===== config.mk =====
export PLATFORM = sky130hd
export DESIGN_NAME = rccb_ctrl
export DESIGN_NICKNAME = d
export VERILOG_FILES = /design/src/sv/rccb_pkg.sv /design/src/sv/rccb_ctrl.sv
export SDC_FILE = /design/constraint.sdc
export NUM_CORES = 1
export LEC_CHECK = 0
export CORE_MARGIN = 2
export CORE_UTILIZATION = 45
export DETAILED_ROUTE_END_ITERATION = 16
export DONT_BUFFER_PORTS = 1
export GPL_ROUTABILITY_DRIVEN = 0
export PLACE_DENSITY = 0.56
export SETUP_SLACK_MARGIN = 0.3
export SYNTH_ARGS = -nofsm -noshare
export SYNTH_HDL_FRONTEND = slang
export SYNTH_SLANG_ARGS = --single-unit
export TNS_END_PERCENT = 5

===== constraint.sdc =====
create_clock -name i_clk -period 3.01 [get_ports i_clk]
set_input_delay 0.1505 -clock i_clk [delete_from_list [all_inputs] [get_ports i_clk]]
set_output_delay 0.1505 -clock i_clk [all_outputs]
set_load 0.02 [all_outputs]

===== src/sv/rccb_pkg.sv =====
`timescale 1ns / 1ps
// ----------------------------------------------------------------------------
// rccb_pkg
// Shared types and constants for the random cyclic chain builder.
// ----------------------------------------------------------------------------
package rccb_pkg;

    localparam logic [63:0] DEFAULT_SEED = 64'h0000_dead_beef_cafe;
    localparam int          MAX_LINES    = 1024;
    localparam int          IDX_W        = 10;
    localparam int          CNT_W        = 11;

    localparam logic [1:0] ST_OK      = 2'd0;
    localparam logic [1:0] ST_NOCHAIN = 2'd1;
    localparam logic [1:0] ST_RANGE   = 2'd2;

    localparam logic       CMD_BUILD = 1'b0;
    localparam logic       CMD_QUERY = 1'b1;

    localparam logic       REG_SEED  = 1'b0;
    localparam logic       REG_LINES = 1'b1;

    typedef struct packed {
        logic             command;
        logic [IDX_W-1:0] line_index;
    } t_req;

    typedef struct packed {
        logic [1:0]       status;
        logic [IDX_W-1:0] next_line;
    } t_rsp;

    // Controller commands to the datapath.
    typedef struct packed {
        logic load_req;   // capture the request, reload generator
        logic init_step;  // write identity entry, advance init counter
        logic gen_step;   // advance generator and start modulo
        logic div_step;   // one bit of the modulo
        logic rd_i;       // read perm[i]
        logic rd_j;       // read perm[j]
        logic wr_i;       // perm[i] <= perm[j]
        logic wr_j;       // perm[j] <= old perm[i]; step i down
        logic lk_rd;      // read perm[k] for the link pass
        logic lk_wr;      // write succ link, step k
        logic lk_cl;      // link the last entry back to the first
        logic q_rd;       // read successor
    } t_cmd;

    typedef struct packed {
        logic init_done;
        logic div_done;
        logic shuf_done;
        logic link_done;
    } t_sts;

endpackage


===== src/sv/rccb_ctrl.sv =====
`timescale 1ns / 1ps
// ----------------------------------------------------------------------------
// rccb_ctrl
// Sequencer for build and query requests.
// ----------------------------------------------------------------------------
module rccb_ctrl (
    input  logic            i_clk,
    input  logic            i_rst_n,
    input  logic            i_req_valid,
    input  logic            i_req_cmd,
    input  logic            i_chain_ok,
    input  logic            i_out_free,
    input  rccb_pkg::t_sts  i_sts,
    output logic            o_req_ready,
    output logic            o_rsp_load,
    output logic            o_build_done,
    output rccb_pkg::t_cmd  o_cmd
);
    import rccb_pkg::*;

    typedef enum logic [13:0] {
        S_IDLE  = 14'b00000000000001,
        S_INIT  = 14'b00000000000010,
        S_GEN   = 14'b00000000000100,
        S_DIV   = 14'b00000000001000,
        S_RDI   = 14'b00000000010000,
        S_RDJ   = 14'b00000000100000,
        S_WRI   = 14'b00000001000000,
        S_WRJ   = 14'b00000010000000,
        S_LRD   = 14'b00000100000000,
        S_LWR   = 14'b00001000000000,
        S_QRD   = 14'b00010000000000,
        S_QWT   = 14'b00100000000000,
        S_DONE  = 14'b01000000000000,
        S_LCL   = 14'b10000000000000
    } t_state;

    t_state r_state, n_state;

    assign o_req_ready = (r_state == S_IDLE);

    always_comb begin
        n_state      = r_state;
        o_cmd        = '0;
        o_rsp_load   = 1'b0;
        o_build_done = 1'b0;
        unique case (r_state)
            S_IDLE: begin
                if (i_req_valid) begin
                    o_cmd.load_req = 1'b1;
                    if (i_req_cmd == CMD_BUILD) n_state = S_INIT;
                    else if (i_chain_ok)        n_state = S_QRD;
                    else                        n_state = S_DONE;
                end
            end
            S_INIT: begin
                o_cmd.init_step = 1'b1;
                if (i_sts.init_done) n_state = S_GEN;
            end
            S_GEN: begin
                if (i_sts.shuf_done) n_state = S_LRD;
                else begin
                    o_cmd.gen_step = 1'b1;
                    n_state = S_DIV;
                end
            end
            S_DIV: begin
                o_cmd.div_step = 1'b1;
                if (i_sts.div_done) n_state = S_RDI;
            end
            S_RDI: begin
                o_cmd.rd_i = 1'b1;
                n_state = S_RDJ;
            end
            S_RDJ: begin
                o_cmd.rd_j = 1'b1;
                n_state = S_WRI;
            end
            S_WRI: begin
                o_cmd.wr_i = 1'b1;
                n_state = S_WRJ;
            end
            S_WRJ: begin
                o_cmd.wr_j = 1'b1;
                n_state = S_GEN;
            end
            S_LRD: begin
                o_cmd.lk_rd = 1'b1;
                n_state = S_LWR;
            end
            S_LWR: begin
                o_cmd.lk_wr = 1'b1;
                if (i_sts.link_done) n_state = S_LCL;
                else                 n_state = S_LRD;
            end
            S_LCL: begin
                o_cmd.lk_cl  = 1'b1;
                o_build_done = 1'b1;
                n_state = S_DONE;
            end
            S_QRD: begin
                o_cmd.q_rd = 1'b1;
                n_state = S_QWT;
            end
            S_QWT: begin
                n_state = S_DONE;
            end
            S_DONE: begin
                if (i_out_free) begin
                    o_rsp_load = 1'b1;
                    n_state = S_IDLE;
                end
            end
            default: n_state = S_IDLE;
        endcase
    end

    always_ff @(posedge i_clk) begin
        if (!i_rst_n) r_state <= S_IDLE;
        else          r_state <= n_state;
    end

endmodule


# After elaboration in Yosys (flattened, before gate mapping)

Cells that the tools add are included.

Memory bits (read-only): 0
Memory bits (writable): 0
Output and inout bits: 15
Latch bits: 0
Bits of input ports: 10
Bits in registers: 14
Memories kept: 0

Shifts and indexed selects: 0
Equality and inequality tests: 18
Add/sub/neg operators: 0
Muxes and demuxes: 25
Bitwise logic cells: 0
Div/mod/pow operators: 0
$lt $le $gt $ge: 0
$mul: 0
Reduce and logical (&&, ||, !) cells: 2

Operators with widths:

| operator             | number |
|---|---|
| $pmux 14 s13         | 1 |
| $mux 14              | 6 |
| $mux 1               | 16 |
| $eq 14x1->1 const B  | 1 |
| $eq 14x10->1 const B | 1 |
| $eq 14x11->1 const B | 1 |
| $eq 14x12->1 const B | 1 |
| $eq 14x13->1 const B | 1 |
| $eq 14x14->1 const B | 1 |
| $eq 14x2->1 const B  | 1 |
| $eq 14x3->1 const B  | 1 |
| $eq 14x4->1 const B  | 1 |
| $eq 14x5->1 const B  | 1 |
| $eq 14x6->1 const B  | 1 |
| $eq 14x7->1 const B  | 1 |
| $eq 14x8->1 const B  | 1 |
| $eq 14x9->1 const B  | 1 |
| $mux 13              | 1 |
| $mux 9               | 1 |
| $ne 2x2->1 const B   | 4 |
| $reduce_and 4->1     | 1 |
| $reduce_or 2->1      | 1 |

# Longest topological paths before layout

Gate-level depths: netlist of run 1.

Depth after elaboration: 4
Depth in mapped cells: 6
Depth with buffers taken out: 5

# Worst setup path after synthesis of run 1

OpenSTA, ideal clock, no wires.

Path kind: reg-to-output
Start point: register r_state[4]
End point: output port o_cmd[10] (netlist bit)
Slack: 1.090 ns
Data arrival time: 1.769 ns
Path buffers: 1
Cell stages (with the launch flop): 5
Cells stage by stage: dfxtp_1 -> buf_6 -> nor4_4 -> nand3_2 -> nor4_1

RTL lines:

| element                  | RTL line         | source |
|---|---|---|
| start: declaration       | rccb_ctrl.sv:38  | `t_state r_state, n_state;` |
| start signal: assignment | rccb_ctrl.sv:120 | `else r_state <= n_state;` |
| end: declaration         | rccb_ctrl.sv:17  | `output rccb_pkg::t_cmd o_cmd` |

==> flow_summary.json, run 1 <==
{
  "clk_pin_slew_ns": 0.09,
  "total_power_mw": 0.433,
  "path_cells": "nor3_2 -> and3_1 -> nand2_1 -> nor3b_1",
  "drt-total-wl_um": 2180,
  "drv_slew": 0,
  "nets": 129,
  "tns_ns": 0,
  "p_leak_nw": 0.403,
  "max-vdd-ir-drop_v": 0.000167,
  "cpPeakStageDelay_ns": 0.59,
  "initial_core_util": 0.478,
  "p_clk_frac": 0.245,
  "drive_gt1_frac": 0.145,
  "critPathKind": "flop to output pin",
  "ant_nets": 0,
  "reg_top3": "r_state: 14 flops",
  "critPathCaptureType": "output pin",
  "diodes": 0,
  "path_max_fanout": 8,
  "core_mm2": 0.00221,
  "cts_tree": "done",
  "antenna_found_initial": 0,
  "grt_use_total": 0.183,
  "dp_hpwl_um": 1670,
  "drc": 0,
  "finalHoldViolations": 0,
  "syn_to_final_growth_pct": 1.42,
  "clkSinkCount": 14,
  "fin_crit_sh": 0.761,
  "p_per_area_mw_per_mm2": 403,
  "drt_pass1_iterations": 4,
  "finalSetupViolations": 0,
  "grt_overflow": 0,
  "htree_num_levels": 1,
  "pin_count": 25,
  "hold_class": "input port to flop",
  "worst_slack_ns": 0.721,
  "period_needed_ns": 2.29,
  "netlist_area_mm2": 0.00106,
  "vias_per_cell": 5.91,
  "avgRoutedWirePerCell_um": 15.0,
  "syn_inst": 120,
  "pre_cts_slack_ns": 1.04,
  "die_area_mm2": 0.00275,
  "cellInternalPower_mw": 0.282,
  "p_switching_mw": 0.151,
  "crit_required_ns": 2.86,
  "yosysTopAreaCellShare": 0.265,
  "dp_cells": 141,
  "critPathLaunchType": "flop",
  "grt_max_degree": 11,
  "cts_buffers": 3,
  "relSlewSlack": 0.560,
  "fin_util": 0.485,
  "vias": 857,
  "seq_area_frac_synth": 0.265,
  "ys_ff_latch": 14,
  "cts-root-buf": "clkbuf_4",
  "grt_pass1_wl_um": 3750,
  "ys_top_cells_by_area": "dfxtp_1 (27%), nor4_4 (6.0%), nor2_1 (5.0%), and3_1 (3.6%), nand2b_1 (3.0%)",
  "p_seq_frac": 0.480,
  "largest_register": "r_state",
  "fin_cells": 145,
  "syn_area_per_cell_um2": 8.81,
  "synthesis.nets": 130,
  "crit_path_top_delay_cell": "nor3b_1",
  "max_freq_mhz": 437,
  "die_y_um": 52.5,
  "yosysWarnings": 0,
  "switching_share": 0.348,
  "synth.distinct_cells": 45,
  "status": "finished clean",
  "insertion_delay_ns": 0.27,
  "rows": 17,
  "yosys.area.top_type": "dfxtp_1",
  "arrival_ns": 2.14,
  "tightest_slew_ns": 0.659,
  "io_buffers": 0,
  "largest_reg_flops": 14,
  "rsz0062_at_grt": "false",
  "grt_pass1_vias": 814,
  "fp.dieW_um": 52.5,
  "drtIter0Drc": 19,
  "pwr-share-comb": 0.275,
  "skew_ns": 0.00270,
  "drv_cap": 0,
  "clk_path_buf_depth": 2
}
cells in the final DEF (no fill, tap or decap), types with 3 or more instances in the layout:
cell type  instances
nor2_1            14
dfxtp_1           14
and3_1             6
nand2_1            6
nand2b_1           5
nor3_1             5
nand3_1            4
nor4_4             3
inv_1              3
nor4_1             3
nor3b_1            3
xor2_1             3
xnor2_1            3
a21oi_1            3
clkbuf_4           3
stage by stage:
step,hold slack [ns],cell area [um^2]
after global placement,0.238,1040
final,0.0220,1070
after CTS,0.0141,1070
after global routing,0.0248,1070
after floorplan,0.229,1060
after detailed placement,0.241,1040
worst max-delay path: cells and delay by family (launching register included):
| family | cells | cell delay [ns] |
|---|---|---|
| flops | 1 | 0.40 |
| simple gates | 4 | 1.47 |
power groups by stage:
stage	Sequential, mW	Clock (mW)	Combinational (mW)
floorplan	0.199	0	0.113
global placement	0.212	0	0.118
detailed placement	0.212	0	0.117
CTS	0.207	0.111	0.119
global route	0.209	0.119	0.132
finish	0.208	0.106	0.119
final cells by class:
class	count	area [um^2]
Clock buffer	3	22.5
Fill cell	219	1140
Inverter	3	11.3
Multi-Input combinational cell	95	706
Sequential cell	14	280
Tap cell	28	35.0
Timing Repair Buffer	2	17.5
Yosys cell counts, drive strengths merged:
cell type   n
o311ai      1
a41o        1
or3         1
o22ai       1
nor3        7
a21boi      1
a21oi       3
nand3       6
o21ai       5
nor2       14
nand2       6
dfxtp      14
a31oi       2
inv         3
and4b       1
nor2b       2
and3b       1
nand2b      5
o211a       1
and4        2
nor4b       4
a22o        1
o311a       1
or3b        2
nor4        7
nand4b      1
buf         8
and2        1
o221ai      1
xor2        3
xnor2       3
a211oi      1
nand4       1
nor3b       3
and3        6
cells by family (layout without fill, tap and decap cells):
group / count (synthesis) / after routing / share of synthesized area
AO/OA/AOI/OAI: 19 / 19 / 0.148
XOR/XNOR: 6 / 6 / 0.0497
buffers and inverters: 11 / 8 / 0.0674
flip-flops: 14 / 14 / 0.265
AND/OR/NAND/NOR: 70 / 70 / 0.470
final timing paths:
check	startpoint	end	slack, ns	cells after the start
setup reg to reg	r_state[1]	r_state[2]	1.07	5
setup / recovery	r_state[8]	o_cmd[7]	0.72	4
hold / removal	i_rst_n	r_state[12]	0.02	2
hold reg to reg	r_state[8]	r_state[9]	0.59	2
routing by layer:
layer	track usage	vias up	routed length, um
li1	-	440	-
met1	0.251	398	1120
met2	0.277	17	944
met3	0.0457	2	99
met4	0.0641	0	17
met5	0	-	0
what timing repair did:
item / in CTS / in global routing
hold buffers: 1 / 0
endpoints found under the hold margin: 2 / 0
resized for setup: 0 / 0
setup buffers: 0 / 0
Power figures use the tool's default switching activity.
==> inputs of run 2 (changes only) <==
Settings changed: PLACE_DENSITY 0.56 to 0.58.
Clock period 3.01 ns to 2.09 ns, I/O delays scaled along.
==> run 2 against run 1 <==
Against the previous run: the flow now finishes with violations (hold timing); critical path type unchanged; clock skew up 0.00067 ns; global-route usage is 2.2 points higher; total power is 75% higher; worst hold slack got worse by 0.039 ns; die area unchanged; critical path depth rose by 1; non-clock buffer count up 24; core utilization is 12 points higher; largest cell class unchanged; final area rose by 25%.
==> flow_summary.json, run 2 (synthesis results as in run 1) <==
{
  "status": "finished, violations left",
  "violations": "hold timing",
  "finalSetupViolations": 0,
  "ant_nets": 0,
  "vias_per_cell": 5.74,
  "syn_to_final_growth_pct": 27.0,
  "p_switching_mw": 0.264,
  "dp_hpwl_um": 1730,
  "r2r_end": "r_state[2]",
  "top_layer": "met4",
  "switching_share": 0.349,
  "clkSinkCount": 14,
  "period_needed_ns": 1.85,
  "critPathKind": "flop to output pin",
  "r2r_slack_ns": 0.29,
  "arrival_ns": 1.74,
  "dr_wl_met2_um": 1320,
  "pin_count": 25,
  "die_area_mm2": 0.00275,
  "fp.dieW_um": 52.5,
  "drive_gt1_frac": 0.387,
  "cp_top_family": "simple AND/OR/NAND/NOR gates",
  "drtIter0Drc": 14,
  "path_buf_inv": 2,
  "reg_top3": "r_state: 14 flops",
  "clk_path_buf_depth": 2,
  "rows": 17,
  "initial_core_util": 0.478,
  "max_freq_mhz": 541,
  "drt-total-wl_um": 2770,
  "htree_num_levels": 1,
  "p_per_area_mw_per_mm2": 564,
  "cts_buffers": 3,
  "wl_met1_um": 1280,
  "finalHoldViolations": 3,
  "cts_tree": "done",
  "path_cells": "nor4_4 -> buf_4 -> nand3_4 -> nor4b_4 -> buf_4",
  "crit_required_ns": 1.99,
  "tns_ns": 0,
  "drv_cap": 0,
  "r2r_start": "r_state[1]",
  "p_seq_frac": 0.382,
  "final_common_cell": "buf_4",
  "min_delay_path_depth": 2,
  "vias": 976,
  "skew_ns": 0.00338,
  "antenna_found_initial": 0,
  "hold_class": "input port to flop",
  "max-vdd-ir-drop_v": 0.000315,
  "diodes": 0,
  "drc": 0,
  "min_from": "i_req_cmd",
  "grt_pass1_vias": 908,
  "relSlewSlack": 0.751,
  "io_buffers": 0,
  "drv_slew": 0,
  "die_y_um": 52.5,
  "fin_crit_sh": 0.884,
  "met3WireLength_um": 119,
  "critPathLaunchType": "flop",
  "crit_path_frequent_cell": "buf_4",
  "p_clk_frac": 0.276,
  "drt_pass1_iterations": 4,
  "cts-root-buf": "clkbuf_4",
  "clk_pin_slew_ns": 0.10,
  "nets": 153,
  "fill_cells": 205,
  "insertion_delay_ns": 0.29,
  "p_leak_nw": 0.537,
  "critPathCaptureType": "output pin",
  "crit_path_top_delay_cell": "dfxtp_4",
  "cellInternalPower_mw": 0.493,
  "min_to": "r_state[10]",
  "hold_slack_ns": -0.0169,
  "rsz0062_at_grt": "true",
  "grt_overflow": 0,
  "tightest_slew_ns": 0.372,
  "largest_register": "r_state",
  "cpPeakStageDelay_ns": 0.38,
  "largest_reg_flops": 14,
  "core_mm2": 0.00221,
  "grt_pass1_wl_um": 4170,
  "avgRoutedWirePerCell_um": 16.3,
  "layout_common_cells": "buf_4 (22), nor2_1 (13), dfxtp_1 (7)",
  "rr_worst_depth": 5,
  "path_max_fanout": 6,
  "pwr-share-comb": 0.342,
  "grt_max_degree": 11,
  "grt_use_total": 0.205
}
run 2: cell count changes in the layout (fill, tap and decap cells not counted), sizes merged:
cell         delta
dlygate4sd3     +2
buf            +21
clkbuf          +2
run 2: repair_timing:
item / CTS / global route
hold endpoints to repair: 7 / 0
cloned: 0 / 0
pin swaps: 4 / 7
hold buffers: 3 / 0
buffers inserted: 6 / 6
endpoints found under the setup margin: 26 / 25
gates resized for setup: 11 / 10
run 2: worst max path at each step:
| stage | from | to | slack (ns) | cells after the start |
|---|---|---|---|---|
| floorplan | r_state[2] | o_cmd[7] | 0.33 | 5 |
| global placement | r_state[1] | r_state[4] | 0.20 | 5 |
| detailed placement | r_state[1] | r_state[2] | 0.15 | 5 |
| CTS | r_state[2] | o_cmd[2] | 0.24 | 5 |
| global route | r_state[3] | o_cmd[2] | 0.16 | 5 |
| finish | r_state[3] | o_cmd[2] | 0.24 | 5 |
run 2: layer usage:
layer  global-route usage  vias up
li1                     -      491
met2                0.310       26
met1                0.276      453
met3               0.0514        6
met5                    0        -
met4               0.0812        0
run 2: cell type report:
| cell class | count | area, um^2 | area share |
|---|---|---|---|
| multi-input combinational | 95 | 763 | 0.568 |
| sequential | 14 | 297 | 0.221 |
| timing repair buffer | 26 | 200 | 0.149 |
| clock buffer | 4 | 36.3 | 0.0270 |
| tap | 28 | 35.0 | 0.0261 |
| inverter | 3 | 11.3 | 0.00839 |
run 2: per-stage QoR:
stage / utilization / instances / area, um^2 / power, mW / worst slack (ns)
detailed placement: 0.507 / 151 / 1120 / 0.497 / 0.148
CTS: 0.571 / 164 / 1260 / 0.725 / 0.236
global route: 0.607 / 170 / 1340 / 0.803 / 0.161
finish: 0.607 / 170 / 1340 / 0.757 / 0.242
floorplan: - / 120 / 1060 / 0.451 / 0.330
global placement: 0.507 / 151 / 1120 / 0.496 / 0.203
run 2: worst register-to-register path: cells and delay by family (launching register included):
family | cells | cell delay (ns)
flip-flops | 1 | 0.48
AO/OA/AOI/OAI | 2 | 0.58
AND/OR/NAND/NOR | 3 | 0.62
run 2: power by group through the flow:
stage                     logic (mW)  clock network [mW]  registers [mW]
final                          0.259               0.209           0.289
after floorplan                0.165                   0           0.286
after global routing           0.283               0.228           0.291
after global placement         0.199                   0           0.297
after CTS                      0.228               0.206           0.291
after detailed placement       0.199                   0           0.298
==> inputs of run 3 (changes only) <==
Settings changed: BUFFER_PORTS_ARGS from default to -buffer_cell sky130_fd_sc_hd__buf_2, DONT_BUFFER_PORTS 1 to default, PLACE_DENSITY 0.58 to 0.67.
==> run 3 against run 2 <==
Against the previous run: final area grew 11%; count of clock-buffer cells in the layout is the same; clock power shrank 4%; core utilization grew 6.7 points; clock skew shrank 0.0017 ns; the run now ends clean; worst hold slack gained 0.075 ns; die area is the same; register-to-register slack is essentially flat; critical path depth is the same; critical endpoint is now o_cmd[1]; global-route usage grew 2.5 points; sequential share of layout area shrank 1.9 points; wire length grew 13%.
==> flow_summary.json, run 3 (synthesis results as in run 1) <==
{
  "status": "finished clean",
  "vias_per_cell": 5.83,
  "switching_share": 0.344,
  "dp_cells": 167,
  "drive_gt1_frac": 0.515,
  "crit_path_top_delay_cell": "dfxtp_4",
  "pre_cts_slack_ns": 0.244,
  "clkSinkCount": 14,
  "crit_required_ns": 1.99,
  "pin_count": 25,
  "cts_tree": "done",
  "r2r_end": "r_state[5]",
  "reg_top3": "r_state: 14 flops",
  "min_delay_path_depth": 2,
  "drtIter0Drc": 14,
  "final_area_mm2": 0.00149,
  "clk_pin_slew_ns": 0.09,
  "grt_use_total": 0.230,
  "rows": 17,
  "critPathCaptureType": "output pin",
  "drt_pass1_iterations": 4,
  "final_common_cell": "buf_4",
  "period_needed_ns": 1.87,
  "grt_overflow": 0,
  "p_per_area_mw_per_mm2": 531,
  "nets": 174,
  "drc": 0,
  "ant_nets": 0,
  "finalHoldViolations": 0,
  "die_area_mm2": 0.00275,
  "htree_num_levels": 1,
  "p_switching_mw": 0.272,
  "avgRoutedWirePerCell_um": 16.4,
  "die_y_um": 52.5,
  "min_to": "r_state[13]",
  "critPathKind": "flop to output pin",
  "largest_register": "r_state",
  "placed_cell_area_mm2": 0.00118,
  "path_cells": "nor4_4 -> buf_4 -> and3_4 -> and3_4 -> buf_6",
  "finalSetupViolations": 0,
  "p_seq_frac": 0.365,
  "p_clk_frac": 0.253,
  "antenna_found_initial": 0,
  "syn_to_final_growth_pct": 41.1,
  "total_power_mw": 0.791,
  "cellInternalPower_mw": 0.519,
  "min_from": "i_sts[0]",
  "r2r_slack_ns": 0.28,
  "tightest_slew_ns": 0.388,
  "fin_crit_sh": 0.892,
  "tns_ns": 0,
  "skew_ns": 0.00165,
  "cts_hold_buf": 0,
  "cp_top_family": "simple AND/OR/NAND/NOR gates",
  "max-vdd-ir-drop_v": 0.000450,
  "r2r_start": "r_state[7]",
  "dp_hpwl_um": 1880,
  "cpPeakStageDelay_ns": 0.38,
  "io_buffers": 24,
  "max_freq_mhz": 536,
  "drt-total-wl_um": 3130,
  "fin_cells": 191,
  "fp.dieW_um": 52.5,
  "cts_buffers": 3,
  "diodes": 0,
  "insertion_delay_ns": 0.28,
  "p_leak_nw": 0.643,
  "vias": 1114,
  "layout_common_cells": "buf_4 (28), buf_2 (16), nor2_1 (12)",
  "hold_class": "input port to flop",
  "path_buf_inv": 2,
  "core_mm2": 0.00221,
  "grt_max_degree": 11,
  "crit_path_frequent_cell": "and3_4",
  "largest_reg_flops": 14,
  "grt_pass1_vias": 1006,
  "multiInputGateArea_um2": 779,
  "critPathLaunchType": "flop",
  "initial_core_util": 0.478,
  "seqCellArea_um2": 302,
  "worst_slack_ns": 0.225,
  "clk_path_buf_depth": 2,
  "path_max_fanout": 6,
  "rr_worst_depth": 7,
  "drv_cap": 0,
  "relSlewSlack": 0.738,
  "grt_pass1_wl_um": 4630,
  "pwr-share-comb": 0.382,
  "fill_cells": 192,
  "cts-root-buf": "clkbuf_4",
  "drv_slew": 0,
  "rsz0062_at_grt": "true",
  "arrival_ns": 1.76
}
[run 3: cell count changes in the layout (fill, tap and decap cells not counted), moves of 3 or more]
cell | before | now
nor3_2 | 3 | 0
buf_4 | 22 | 28
buf_2 | 0 | 16
dlygate4sd3_1 | 3 | 0
[run 3: how the worst max path moves through the flow]
stage	cells after the start	start	endpoint	slack, ns
2_1_floorplan	5	r_state[2]	o_cmd[7]	0.33
6_report	5	r_state[7]	o_cmd[1]	0.22
5_1_grt	5	r_state[7]	o_cmd[1]	0.17
3_5_place_dp	5	r_state[1]	r_state[5]	0.24
4_1_cts	6	r_state[0]	o_cmd[2]	0.21
3_3_place_gp	5	r_state[1]	r_state[5]	0.30
[run 3: cell type report]
type                       instances  share of cell area
clock buffer                       4              0.0243
sequential                        14               0.202
timing repair buffer              47               0.220
inverter                           3             0.00755
multi-input combinational         95               0.523
tap                               28              0.0235
[run 3: power by group through the flow]
stage | sequential (mW) | combinational (mW) | clock, mW
2_1_floorplan | 0.286 | 0.165 | 0
3_3_place_gp | 0.295 | 0.209 | 0
3_5_place_dp | 0.295 | 0.212 | 0
4_1_cts | 0.291 | 0.271 | 0.207
5_1_grt | 0.290 | 0.324 | 0.218
6_report | 0.288 | 0.302 | 0.200
[run 3: metal layers]
metal,wire length [um],up-vias,track usage
met2,1640,39,0.400
met3,170,6,0.0543
li1,-,529,-
met5,0,-,0
met4,33,0,0.0726
met1,1280,540,0.276
[run 3: repair_timing]
action	in CTS	in global routing
setup buffers	11	9
pin swaps	5	8
endpoints found under the setup margin	25	28
gates resized for setup	16	25
[run 3: per-stage QoR]
step / hold slack (ns) / utilization
floorplan: 0.183 / -
global placement: 0.349 / 0.534
detailed placement: 0.348 / 0.534
CTS: 0.0461 / 0.617
global route: 0.0654 / 0.674
finish: 0.0584 / 0.674
